===== src/hw/rtl/kaa_pkg.sv =====
package kaa_pkg;

  localparam int MAX_CLUSTERS = 16;
  localparam int MAX_DIMS = 16;
  localparam int CI_W = $clog2(MAX_CLUSTERS);
  localparam int DI_W = $clog2(MAX_DIMS);
  localparam int ADDR_W = CI_W + DI_W;
  localparam int CFG_W = 5;
  localparam int VAL_W = 16;
  localparam int DIST_W = 36;
  localparam int TOT_W = 64;
  localparam int SUM_W = 48;
  localparam int CNT_W = 32;

  localparam logic [1:0] KIND_CWR = 2'd0;
  localparam logic [1:0] KIND_PT = 2'd1;
  localparam logic [1:0] KIND_CLR = 2'd2;
  localparam logic [1:0] KIND_RD = 2'd3;

  localparam logic CFG_NUM_CLUSTERS = 1'b0;
  localparam logic CFG_NUM_DIMS = 1'b1;

  localparam logic RES_ASSIGN = 1'b0;
  localparam logic RES_READ = 1'b1;

  typedef enum logic [2:0] {
    OP_CWR,
    OP_PWR,
    OP_PSRCH,
    OP_CLR,
    OP_RD
  } op_t;

  typedef struct packed {
    op_t                     op;
    logic [CI_W-1:0]         ci;
    logic [DI_W-1:0]         di;
    logic signed [VAL_W-1:0] val;
  } cmd_t;

  typedef struct packed {
    logic                    rkind;
    logic [CI_W-1:0]         nearest;
    logic [DIST_W-1:0]       min_d;
    logic [TOT_W-1:0]        tot_d;
    logic [TOT_W-1:0]        tot_sse;
    logic signed [SUM_W-1:0] csum;
    logic [CNT_W-1:0]        cnt;
  } res_t;

  function automatic logic [CFG_W-1:0] eff_limit(input logic [CFG_W-1:0] v,
                                                 input logic [CFG_W-1:0] mx);
    logic [CFG_W-1:0] r;
    r = v;
    if (r == '0) r = CFG_W'(1);
    if (r > mx) r = mx;
    return r;
  endfunction

endpackage


===== src/hw/rtl/kaa_front.sv =====
module kaa_front (
  input  logic                         clk,
  input  logic                         rst_n,
  input  logic                         push,
  output logic                         full,
  input  logic [1:0]                   kind,
  input  logic [kaa_pkg::CI_W-1:0]     ci,
  input  logic [kaa_pkg::DI_W-1:0]     di,
  input  logic signed [kaa_pkg::VAL_W-1:0] val,
  input  logic [kaa_pkg::CFG_W-1:0]    nd,
  output logic                         cmd_valid,
  output kaa_pkg::cmd_t                cmd,
  input  logic                         cmd_pop
);

  kaa_pkg::cmd_t q_r [2];
  logic          wp_r, rp_r;
  logic [1:0]    cnt_r;
  kaa_pkg::cmd_t dec;
  logic          wr, rd;

  always_comb begin
    dec.ci = ci;
    dec.di = di;
    dec.val = val;
    unique case (kind)
      kaa_pkg::KIND_CWR: dec.op = kaa_pkg::OP_CWR;
      kaa_pkg::KIND_PT: begin
        if ({1'b0, di} == nd - kaa_pkg::CFG_W'(1)) dec.op = kaa_pkg::OP_PSRCH;
        else dec.op = kaa_pkg::OP_PWR;
      end
      kaa_pkg::KIND_CLR: dec.op = kaa_pkg::OP_CLR;
      default: dec.op = kaa_pkg::OP_RD;
    endcase
  end

  assign full = (cnt_r == 2'd2);
  assign cmd_valid = (cnt_r != 2'd0);
  assign cmd = q_r[rp_r];
  assign wr = push && !full;
  assign rd = cmd_pop && cmd_valid;

  always_ff @(posedge clk) begin
    if (wr) q_r[wp_r] <= dec;
    if (!rst_n) begin
      wp_r <= 1'b0;
      rp_r <= 1'b0;
      cnt_r <= 2'd0;
    end else begin
      if (wr) wp_r <= !wp_r;
      if (rd) rp_r <= !rp_r;
      cnt_r <= cnt_r + 2'(wr) - 2'(rd);
    end
  end

endmodule


===== config.mk =====
export PLATFORM = sky130hd
export DESIGN_NAME = kaa_front
export DESIGN_NICKNAME = d
export VERILOG_FILES = /design/src/hw/rtl/kaa_pkg.sv /design/src/hw/rtl/kaa_front.sv
export SDC_FILE = /design/constraint.sdc
export NUM_CORES = 1
export LEC_CHECK = 0
export ABC_AREA = 1
export BUFFER_PORTS_ARGS = -buffer_cell sky130_fd_sc_hd__buf_2
export CAP_MARGIN = 10
export CORE_MARGIN = 4
export CORE_UTILIZATION = 54
export CTS_BUF_LIST = sky130_fd_sc_hd__clkbuf_8
export DETAILED_ROUTE_END_ITERATION = 8
export PLACE_DENSITY = 0.78
export SLEW_MARGIN = 25
export SYNTH_ARGS = -nofsm -noshare
export SYNTH_HDL_FRONTEND = slang
export SYNTH_SLANG_ARGS = --single-unit

===== constraint.sdc =====
create_clock -name clk -period 2.3 [get_ports clk]
set_input_delay 0.23 -clock clk [delete_from_list [all_inputs] [get_ports clk]]
set_output_delay 0.23 -clock clk [all_outputs]
set_load 0.01 [all_outputs]

# Word-level counts from Yosys, hierarchy flattened
# Memory sizes are Yosys's and may differ from the RTL's. A register that Yosys moved wholly into a read port is not among the register bits.
# Index checks and enable logic that the tools add are counted.
# totals
ff_bits	4
latchBits	0
ramBits	54
mem_bits_ro	0
input_bits	35
wordCells	24
mem_count	1
# mem_list
memory	depth	width	rd	rd_ports_with_merged_regs	write_ports	line	text
q_r	2	27	1	1	1	kaa_front.sv:16	kaa_pkg::cmd_t q_r [2];
# classes
add_sub_neg	3
mul	0
div	0
magnitude_cmp	0
n_eq_ne	4
shift	0
n_mux	6
bitwise	0
n_reduce_logical	7
# ops
operator	count
$pmux 3 s3	1
$eq 4x5->1	1
$sub 5x1->5 const B	1
$eq 2x2->1 const B	2
$mux 1	4
$logic_not 1->1	3
$add 2x1->2	1
$eq 2x1->1 const B	1
$logic_and 1x1->1	2
$logic_not 2->1	1
$mux 2	1
$reduce_bool 2->1	1
$sub 2x1->2	1

# Longest topological paths before layout
# Gate-level depths: netlist of the first run.
# depth
depth_word	5
mapped_depth	10
ltp_nobuf	10

# Worst setup path before layout of the first run
# No wires, ideal clock.
# synth_path
path_type	register to register
startpoint	register cnt_r[1]
endpoint	memory q_r[0][0] in the netlist's numbering, enable pin
setup_time_ns	0.411
arrival_ns	1.627
t_required_ns	1.889
slack_ns	0.262
path_stages_with_launch	4
path_buffers	0
synth_period_minus_slack_ns	2.038
path_cell_list	dfxtp_1 -> inv_1 -> o21ai_2 -> nor2_1
# synth_via
elab_chain_cells	5
# synth_rtl
element	line	text
start: declaration	kaa_front.sv:18	logic [1:0] cnt_r;
start signal: assignment	kaa_front.sv:52	cnt_r <= cnt_r + 2'(wr) - 2'(rd);
$eq 2x2->1	kaa_front.sv:37	assign full = (cnt_r == 2'd2);
$logic_not 1->1	kaa_front.sv:40	assign wr = push && !full;
$logic_and 1x1->1	kaa_front.sv:40	
$mux 1	kaa_front.sv:44	if (wr) q_r[wp_r] <= dec;
$mux 1 (not written as such)	kaa_front.sv:44	
end: declaration	kaa_front.sv:16	
# Every way passes these cells.

==> results.yml, run 1 <==
floorplan:
  core-area_um2: 4410
  initial_utilization_pct: 56.4
  die_area_um2: 5760
  pin_count: 64
  die_h_um: 75.9
  die_x_um: 75.9
  rows: 24
drt:
  via_count: 1436
  drc: 0
  wl_um: 3920
  first_pass_iters: 4
  ant_nets: 0
  viasPerCell: 4.88
  dr.first_iter.drc_count: 60
  post_drt_wl_per_cell_um: 13.3
timing:
  fin_skew_ns: 0.00508
  whs_ns: 0.0962
  fin_crit_ns: 1.86
  setup_violations: 0
  worst_pin_slew_ns: 0.442
  fin_crit_sh_pct: 81.1
  final_hold_viol_count: 0
  relSlewSlack_pct: 70.5
  slew_viol_final: 0
  max_freq_ghz: 0.536
  finalSetupTns_ns: 0
  rsz0062_at_grt: "no"
global_route:
  grt_pass1_vias: 1421
  grt_overflow: 0
  grtUsageTotal_pct: 14.6
  grt_max_degree: 17
  grt_pass1_wl_um: 6050
  antenna_found_initial: 0
synth:
  yosysWarnings: 0
  ys_ff_latch: 59
  syn-num-nets: 199
  ys.flop_type: "edfxtp_1"
  synth_area_per_cell_um2: 15.5
  async_flop_share_pct: 0
  syn_inst: 161
  synth_seq_area_share_pct: 69.2
  synth-edff-count: 54
  yosysUniqueCellTypes: 19
  syn_area_um2: 2490
worst_setup_path:
  cp.depth: 3
  reg2reg_slack_ns: 0.69
  critPathArrivalTime_ns: 1.63
  cp-end-kind: "output pin"
  reg2regPathDepth: 9
  startpoint_type: "flip-flop"
  r2r_end: "cnt_r[1]"
  critPathTopFamily: "flip-flops"
  crit_path_cell_trace: "buf_12 > mux2_2 > buf_2"
  worstPathRequired_ns: 2.07
  path_max_fanout: 15
  crit_buf_inv: 2
  r2r_start: "cnt_r[0]"
  cp_slowest_cell: "dfxtp_2"
  slowest_delay_ns: 0.60
  crit_type: "flip-flop to output pin"
clock_tree:
  cts_root_buffer: "clkbuf_8"
  ctsHtreeMaxLevel: 3
  cts_tree: "done"
  clock_path_buffers: 2
  ctsHoldBuffers: 0
  postCtsSetupBuffers: 0
  cts.clk_slew.worst_paths_ns: 0.06
  cts.repair.resized: 0
  cts.sink_count: 59
  clk_latency_ns: 0.32
  numCtsBuffers: 9
cells_and_area:
  num_antenna_cells: 0
  n_fill_cell: 308
  layout_common_cells: "63 x buf_2, 54 x edfxtp_1, 27 x nand2_1"
  layout-drive-gt1-share_pct: 47.5
  syn_to_final_growth_pct: 21.6
  nets: 275
  mostFrequentLayoutCell: "buf_2"
power:
  p_per_area_nw_per_um2: 993
  ir_worst_vdd_uv: 680
  cellLeakagePower_nw: 1.32
hold_path:
  hp-class: "input port to flip-flop"
  min_path_cells: 1
  worstHoldStart: "val[2]"
  min_to: "q_r[1][2]"
placed_design:
  dp_hpwl_um: 2890
  gp_congestion: 0.694
  place.port_buffers: 63
outcome:
  outcome: "complete, no violations"
run:
  maxCapViolCount: 0
## cells in the mapped netlist (2+ instances only)
cell | n | area (um2)
a21oi_1 | 5 | 25.0
buf_12 | 2 | 40.0
dfxtp_1 | 5 | 100
edfxtp_1 | 54 | 1620
ha_1 | 3 | 37.5
inv_1 | 14 | 52.6
inv_2 | 2 | 7.51
mux2_2 | 7 | 78.8
mux2_4 | 20 | 300
nand2_1 | 27 | 101
nand3_1 | 4 | 20.0
nor2_1 | 8 | 30.0
nor2_2 | 2 | 12.5
o21ai_0 | 2 | 10.0
o21ai_2 | 2 | 17.5
## kinds of logic after synthesis
group                    after synthesis  share of synthesized area, %
multiplexers                          27                          15.2
adder cells (fa/ha/maj)                3                          1.51
AO/OA/AOI/OAI                          9                          2.11
AND/OR/NAND/NOR                       43                          7.14
flip-flops                            59                          69.2
buffers and inverters                 19                          4.47
XOR/XNOR                               1                         0.352
## flip-flops by register name (all words and copies together), names as in the netlist, named ones only
signal / flops
rp_r: 1
wp_r: 1
q_r: 54
cnt_r: 2
## through the flow
step	cells	power, mW	area (um2)	utilization (%)	setup WS [ns]
after floorplan	161	2.06	2490	-	0.262
after global placement	278	2.30	2870	65.1	0.735
after detailed placement	278	2.33	2870	65.1	0.683
after CTS	294	3.06	3030	68.6	0.395
after global routing	294	3.19	3030	68.6	0.349
final	294	3.01	3030	68.6	0.435
## final cells by class
| cell class | count | area, um2 | share of cell area [%] |
|---|---|---|---|
| Sequential cell | 59 | 1720 | 56.9 |
| Clock buffer | 9 | 124 | 4.09 |
| Multi-Input combinational cell | 83 | 661 | 21.8 |
| Tap cell | 52 | 65.1 | 2.15 |
| Timing Repair Buffer | 68 | 365 | 12.1 |
| Clock inverter | 7 | 28.8 | 0.951 |
| Inverter | 16 | 60.1 | 1.98 |
## power by group
group          switching [mW]  internal (mW)  total, mW
logic                   0.394          0.432      0.826
clock network           0.356          0.367      0.723
registers              0.0862           1.37       1.46
## routing by layer
layer | track usage (%) | vias up | part of all wire, %
li1 | - | 720 | -
met5 | 0 | - | 0
met4 | 6.60 | 0 | 1.5
met3 | 5.41 | 6 | 7.6
met1 | 15.8 | 664 | 40
met2 | 25.4 | 46 | 51
## how the worst max path moves through the flow
| stage | startpoint | end | slack, ns |
|---|---|---|---|
| 6_report | flip-flop | cmd[2] | 0.44 |
| 5_1_grt | flip-flop | cmd[3] | 0.35 |
| 3_3_place_gp | cnt_r[0] | cnt_r[1] | 0.74 |
| 2_1_floorplan | cnt_r[1] | q_r[0][0] | 0.26 |
| 4_1_cts | flip-flop | cmd[2] | 0.40 |
| 3_5_place_dp | cnt_r[0] | cnt_r[1] | 0.68 |
## worst register-to-register path: cells and delay by family (launching register included)
family | cells | cell delay, ns
adders and majority gates | 2 | 0.44
DFF | 1 | 0.34
and+or+nand+nor | 2 | 0.30
AOI/OAI and AO/OA | 2 | 0.19
xor gates and xnor gates | 1 | 0.14
buffers and inverters | 2 | 0.09
Note: power is estimated with default switching activity, not from simulation.
==> run 2: changes to the inputs <==
==> constraint.sdc (replaced) <==
create_clock -name clk -period 1.9 [get_ports clk]
set_input_delay 0.19 -clock clk [delete_from_list [all_inputs] [get_ports clk]]
set_output_delay 0.19 -clock clk [all_outputs]
set_load 0.01 [all_outputs]
==> run 2 against run 1 <==
Effect of this change: global-route usage rose by 0.17 points; cell area is essentially flat; cell count fell by 0.34%; wire length fell by 1.4%; clock skew fell by 0.0012 ns; first-iteration DRC count is 62% higher; worst hold slack lost 0.039 ns; sequential power increased by 19%.
==> results.yml, run 2 (same netlist as run 1, synthesis figures left out) <==
outcome:
  outcome: "complete, no violations"
cells_and_area:
  finalNonFillerCells: 293
  final_core_util_pct: 68.5
  n_fill_cell: 313
  syn_to_final_growth_pct: 21.5
  largest_register_ffs: 54
  layout-drive-gt1-share_pct: 48.1
  layout_common_cells: "63 x buf_2, 54 x edfxtp_1, 27 x nand2_1"
  final_area_um2: 3020
  largestRegisters: "q_r (54), cnt_r (2)"
  mostFrequentLayoutCell: "buf_2"
  num_antenna_cells: 0
  top_register: "q_r"
  nets: 275
worst_setup_path:
  path_max_fanout: 4
  cp-end-kind: "flip-flop"
  startpoint_type: "flip-flop"
  cpMostUsedCell: "ha_1"
  crit_path_cell_trace: "or2_1 > nand2_1 > inv_2 > ha_1 > inv_1 > ha_1 > xnor2_1 > o21ai_0 > a21oi_1"
  worstPathRequired_ns: 2.11
  cp_slowest_cell: "dfxtp_1"
  slowest_delay_ns: 0.34
  crit_buf_inv: 2
  critPathTopFamily: "adder cells"
  crit_type: "flip-flop to flip-flop"
  critPathArrivalTime_ns: 1.87
drt:
  ant_nets: 0
  wl_um: 3870
  first_pass_iters: 2
  via_count: 1427
  dr.first_iter.drc_count: 97
  post_drt_wl_per_cell_um: 13.2
  drc: 0
  viasPerCell: 4.87
floorplan:
  pin_count: 64
  die_x_um: 75.9
  rows: 24
  die_h_um: 75.9
  die_area_um2: 5760
  core-area_um2: 4410
  initial_utilization_pct: 56.4
timing:
  timing.final.ws_setup_ns: 0.232
  whs_ns: 0.0574
  fin_crit_sh_pct: 87.8
  slew_viol_final: 0
  relSlewSlack_pct: 82.3
  fin_skew_ns: 0.00389
  setup_violations: 0
  worst_pin_slew_ns: 0.266
  rsz0062_at_grt: "no"
  finalSetupTns_ns: 0
  final_hold_viol_count: 0
  max_freq_ghz: 0.600
  fin_crit_ns: 1.67
clock_tree:
  clock_path_buffers: 2
  cts.repair.resized: 0
  ctsHtreeMaxLevel: 3
  cts.clk_slew.worst_paths_ns: 0.06
  cts.sink_count: 59
  clk_latency_ns: 0.32
  numCtsBuffers: 9
  cts_root_buffer: "clkbuf_8"
  postCtsSetupBuffers: 0
  cts_tree: "done"
  ctsHoldBuffers: 0
placed_design:
  dp_slack_ns: 0.249
  placed_area_um2: 2870
  dp_hpwl_um: 2850
  dp_cells: 278
  gp_congestion: 0.720
  place.port_buffers: 63
hold_path:
  hp-class: "input port to flip-flop"
power:
  p_per_area_nw_per_um2: 1200
  p_total_mw: 3.63
  ir_worst_vdd_uv: 795
  cellLeakagePower_nw: 1.31
global_route:
  grtUsageTotal_pct: 14.8
  grt_overflow: 0
  grt_max_degree: 22
  grt_pass1_vias: 1423
  grt_pass1_wl_um: 6010
  antenna_found_initial: 0
run:
  maxCapViolCount: 0
## run 2: changes by cell type in the layout (fill, tap and decap cells not counted), sizes merged
cell  delta
inv      -1
## run 2: final cells by class
class | instances | area (um2) | share of cell area, %
clock inverter | 6 | 26.3 | 0.869
sequential | 59 | 1720 | 57.0
inverter | 16 | 60.1 | 1.99
tap | 52 | 65.1 | 2.15
clock buffer | 9 | 124 | 4.10
timing repair buffer | 68 | 365 | 12.1
multi-input combinational | 83 | 661 | 21.8
## run 2: where the power goes
group	total, mW	switching [mW]	internal (mW)
Sequential	1.74	0.0768	1.66
Clock	0.862	0.419	0.443
Combinational	1.03	0.510	0.523
## run 2: metal layers
| metal | global-route usage (%) | vias up | share of wire [%] |
|---|---|---|---|
| met5 | 0 | - | 0 |
| met4 | 9.90 | 0 | 1.9 |
| met3 | 4.09 | 7 | 6.7 |
| met2 | 24.6 | 42 | 51 |
| met1 | 16.4 | 660 | 40 |
| li1 | - | 718 | - |
## run 2: path summary, 6_finish.rpt
kind / start / to / slack, ns / cells after the start
setup / recovery: cnt_r[0] / cnt_r[1] / 0.23 / 9
hold / removal: val[9] / q_r[1][9] / 0.06 / 1
setup reg to reg: cnt_r[0] / cnt_r[1] / 0.23 / 9
hold reg to reg: rp_r / rp_r / 0.48 / 1
==> run 3: changes to the inputs <==
--- a/config.mk
+++ b/config.mk
@@ -8,6 +8,7 @@
 export ABC_AREA = 1
 export BUFFER_PORTS_ARGS = -buffer_cell sky130_fd_sc_hd__buf_2
 export CAP_MARGIN = 10
+export CORE_ASPECT_RATIO = 0.5
 export CORE_MARGIN = 4
 export CORE_UTILIZATION = 54
 export CTS_BUF_LIST = sky130_fd_sc_hd__clkbuf_8
==> run 3 against run 2 <==
Effect of this change: via count decreased by 0.98%; largest cell class unchanged; power increased by 0.22%; utilization decreased by 0.070 points.
==> results.yml, run 3 (same netlist as run 1, synthesis figures left out) <==
worst_setup_path:
  crit_type: "flip-flop to flip-flop"
  crit_path_cell_trace: "or2_1 > nand2_1 > inv_2 > ha_1 > inv_1 > ha_1 > xnor2_1 > o21ai_0 > a21oi_1"
  slowest_delay_ns: 0.34
  startpoint_type: "flip-flop"
  cp-end-kind: "flip-flop"
  worstPathRequired_ns: 2.10
  cp_slowest_cell: "dfxtp_1"
  cpMostUsedCell: "ha_1"
  path_max_fanout: 4
  critPathArrivalTime_ns: 1.82
placed_design:
  dp_cells: 283
  dp_hpwl_um: 2880
  gp_congestion: 0.724
  placed_area_um2: 2870
  place.port_buffers: 63
  dp_slack_ns: 0.287
cells_and_area:
  finalNonFillerCells: 299
  layout_common_cells: "63 x buf_2, 54 x edfxtp_1, 27 x nand2_1"
  largestRegisters: "q_r (54), cnt_r (2)"
  syn_to_final_growth_pct: 21.7
  mostFrequentLayoutCell: "buf_2"
  num_antenna_cells: 0
  largest_register_ffs: 54
  nets: 275
  layout-drive-gt1-share_pct: 47.1
  top_register: "q_r"
  final_area_um2: 3030
power:
  cellLeakagePower_nw: 1.32
  p_total_mw: 3.64
  ir_worst_vdd_uv: 603
  p_per_area_nw_per_um2: 1200
timing:
  timing.final.ws_setup_ns: 0.282
  worst_pin_slew_ns: 0.370
  fin_skew_ns: 0.0101
  rsz0062_at_grt: "no"
  relSlewSlack_pct: 75.3
  fin_crit_sh_pct: 85.2
  finalSetupTns_ns: 0
  slew_viol_final: 0
  final_hold_viol_count: 0
  setup_violations: 0
  fin_crit_ns: 1.62
  max_freq_ghz: 0.618
drt:
  wl_um: 3960
  route.top_layer_used: "met4"
  dr.first_iter.drc_count: 42
  ant_nets: 0
  wl_met3_um: 203
  viasPerCell: 4.73
  route.met2.wl_um: 2100
  wirelength_met1_um: 1610
  via_count: 1413
  first_pass_iters: 4
  post_drt_wl_per_cell_um: 13.2
  drc: 0
clock_tree:
  cts_tree: "done"
  cts.sink_count: 59
  ctsHtreeMaxLevel: 3
  clk_latency_ns: 0.32
  cts.clk_slew.worst_paths_ns: 0.06
  postCtsSetupBuffers: 0
  cts_root_buffer: "clkbuf_8"
  cts.repair.resized: 0
  ctsHoldBuffers: 0
  clock_path_buffers: 2
  numCtsBuffers: 9
floorplan:
  pin_count: 64
  die_x_um: 104
  core-area_um2: 4420
  die_h_um: 56.0
  initial_utilization_pct: 56.3
  rows: 17
  die_area_um2: 5820
global_route:
  grt_max_degree: 28
  grt_overflow: 0
  grtUsageTotal_pct: 15.0
  grt_pass1_wl_um: 6650
  grt_pass1_vias: 1504
  antenna_found_initial: 0
hold_path:
  hp-class: "input port to flip-flop"
run:
  maxCapViolCount: 0
outcome:
  outcome: "complete, no violations"
run 3: cell types whose count changed in the layout (fill, tap and decap cells not counted):
| cell | previous run | this run |
|---|---|---|
| buf_12 | 1 | 0 |
| buf_4 | 4 | 5 |
| clkbuf_8 | 9 | 10 |
| clkinv_2 | 3 | 0 |
| inv_1 | 16 | 19 |
run 3: worst paths after layout:
path                            startpoint         end  slack, ns  cells after the start
worst min register to register        rp_r        rp_r       0.49                      1
worst max-delay path              cnt_r[0]    cnt_r[1]       0.28                      9
worst max register to register    cnt_r[0]    cnt_r[1]       0.28                      9
worst min-delay path                 ci[1]  q_r[1][21]       0.06                      1
run 3: report_power, final:
group,internal [mW],leakage (nW),switching (mW)
Clock,0.479,0.100,0.410
Sequential,1.66,0.547,0.0629
Combinational,0.511,0.675,0.517
Total,2.65,1.32,0.990
run 3: through the flow:
step                hold slack [ns]  util, %
floorplan                     0.283        -
global placement              0.378     64.8
detailed placement            0.382     64.8
CTS                          0.0344     68.4
global route                 0.0258     68.4
finish                       0.0554     68.4
run 3: layer usage:
metal / global-route usage (%) / vias to the layer above
met2: 27.4 / 33
met3: 6.03 / 5
met1: 15.0 / 650
li1: - / 725
met4: 7.39 / 0
met5: 0 / -
run 3: critical path, delay by kind of cell, from the launching register on:
| kind | cells | cell delay [ns] |
|---|---|---|
| AO/OA/AOI/OAI | 2 | 0.20 |
| AND/OR/NAND/NOR | 2 | 0.31 |
| XOR/XNOR | 1 | 0.13 |
| buffers and inverters | 2 | 0.09 |
| flip-flops | 1 | 0.34 |
| adder cells (fa/ha/maj) | 2 | 0.44 |
run 3: final cells by class:
class	instances	area, um2
clock buffer	10	138
clock inverter	6	22.5
fill	333	1400
inverter	16	60.1
multi-input combinational	83	661
sequential	59	1720
tap	57	71.3
timing repair buffer	68	353
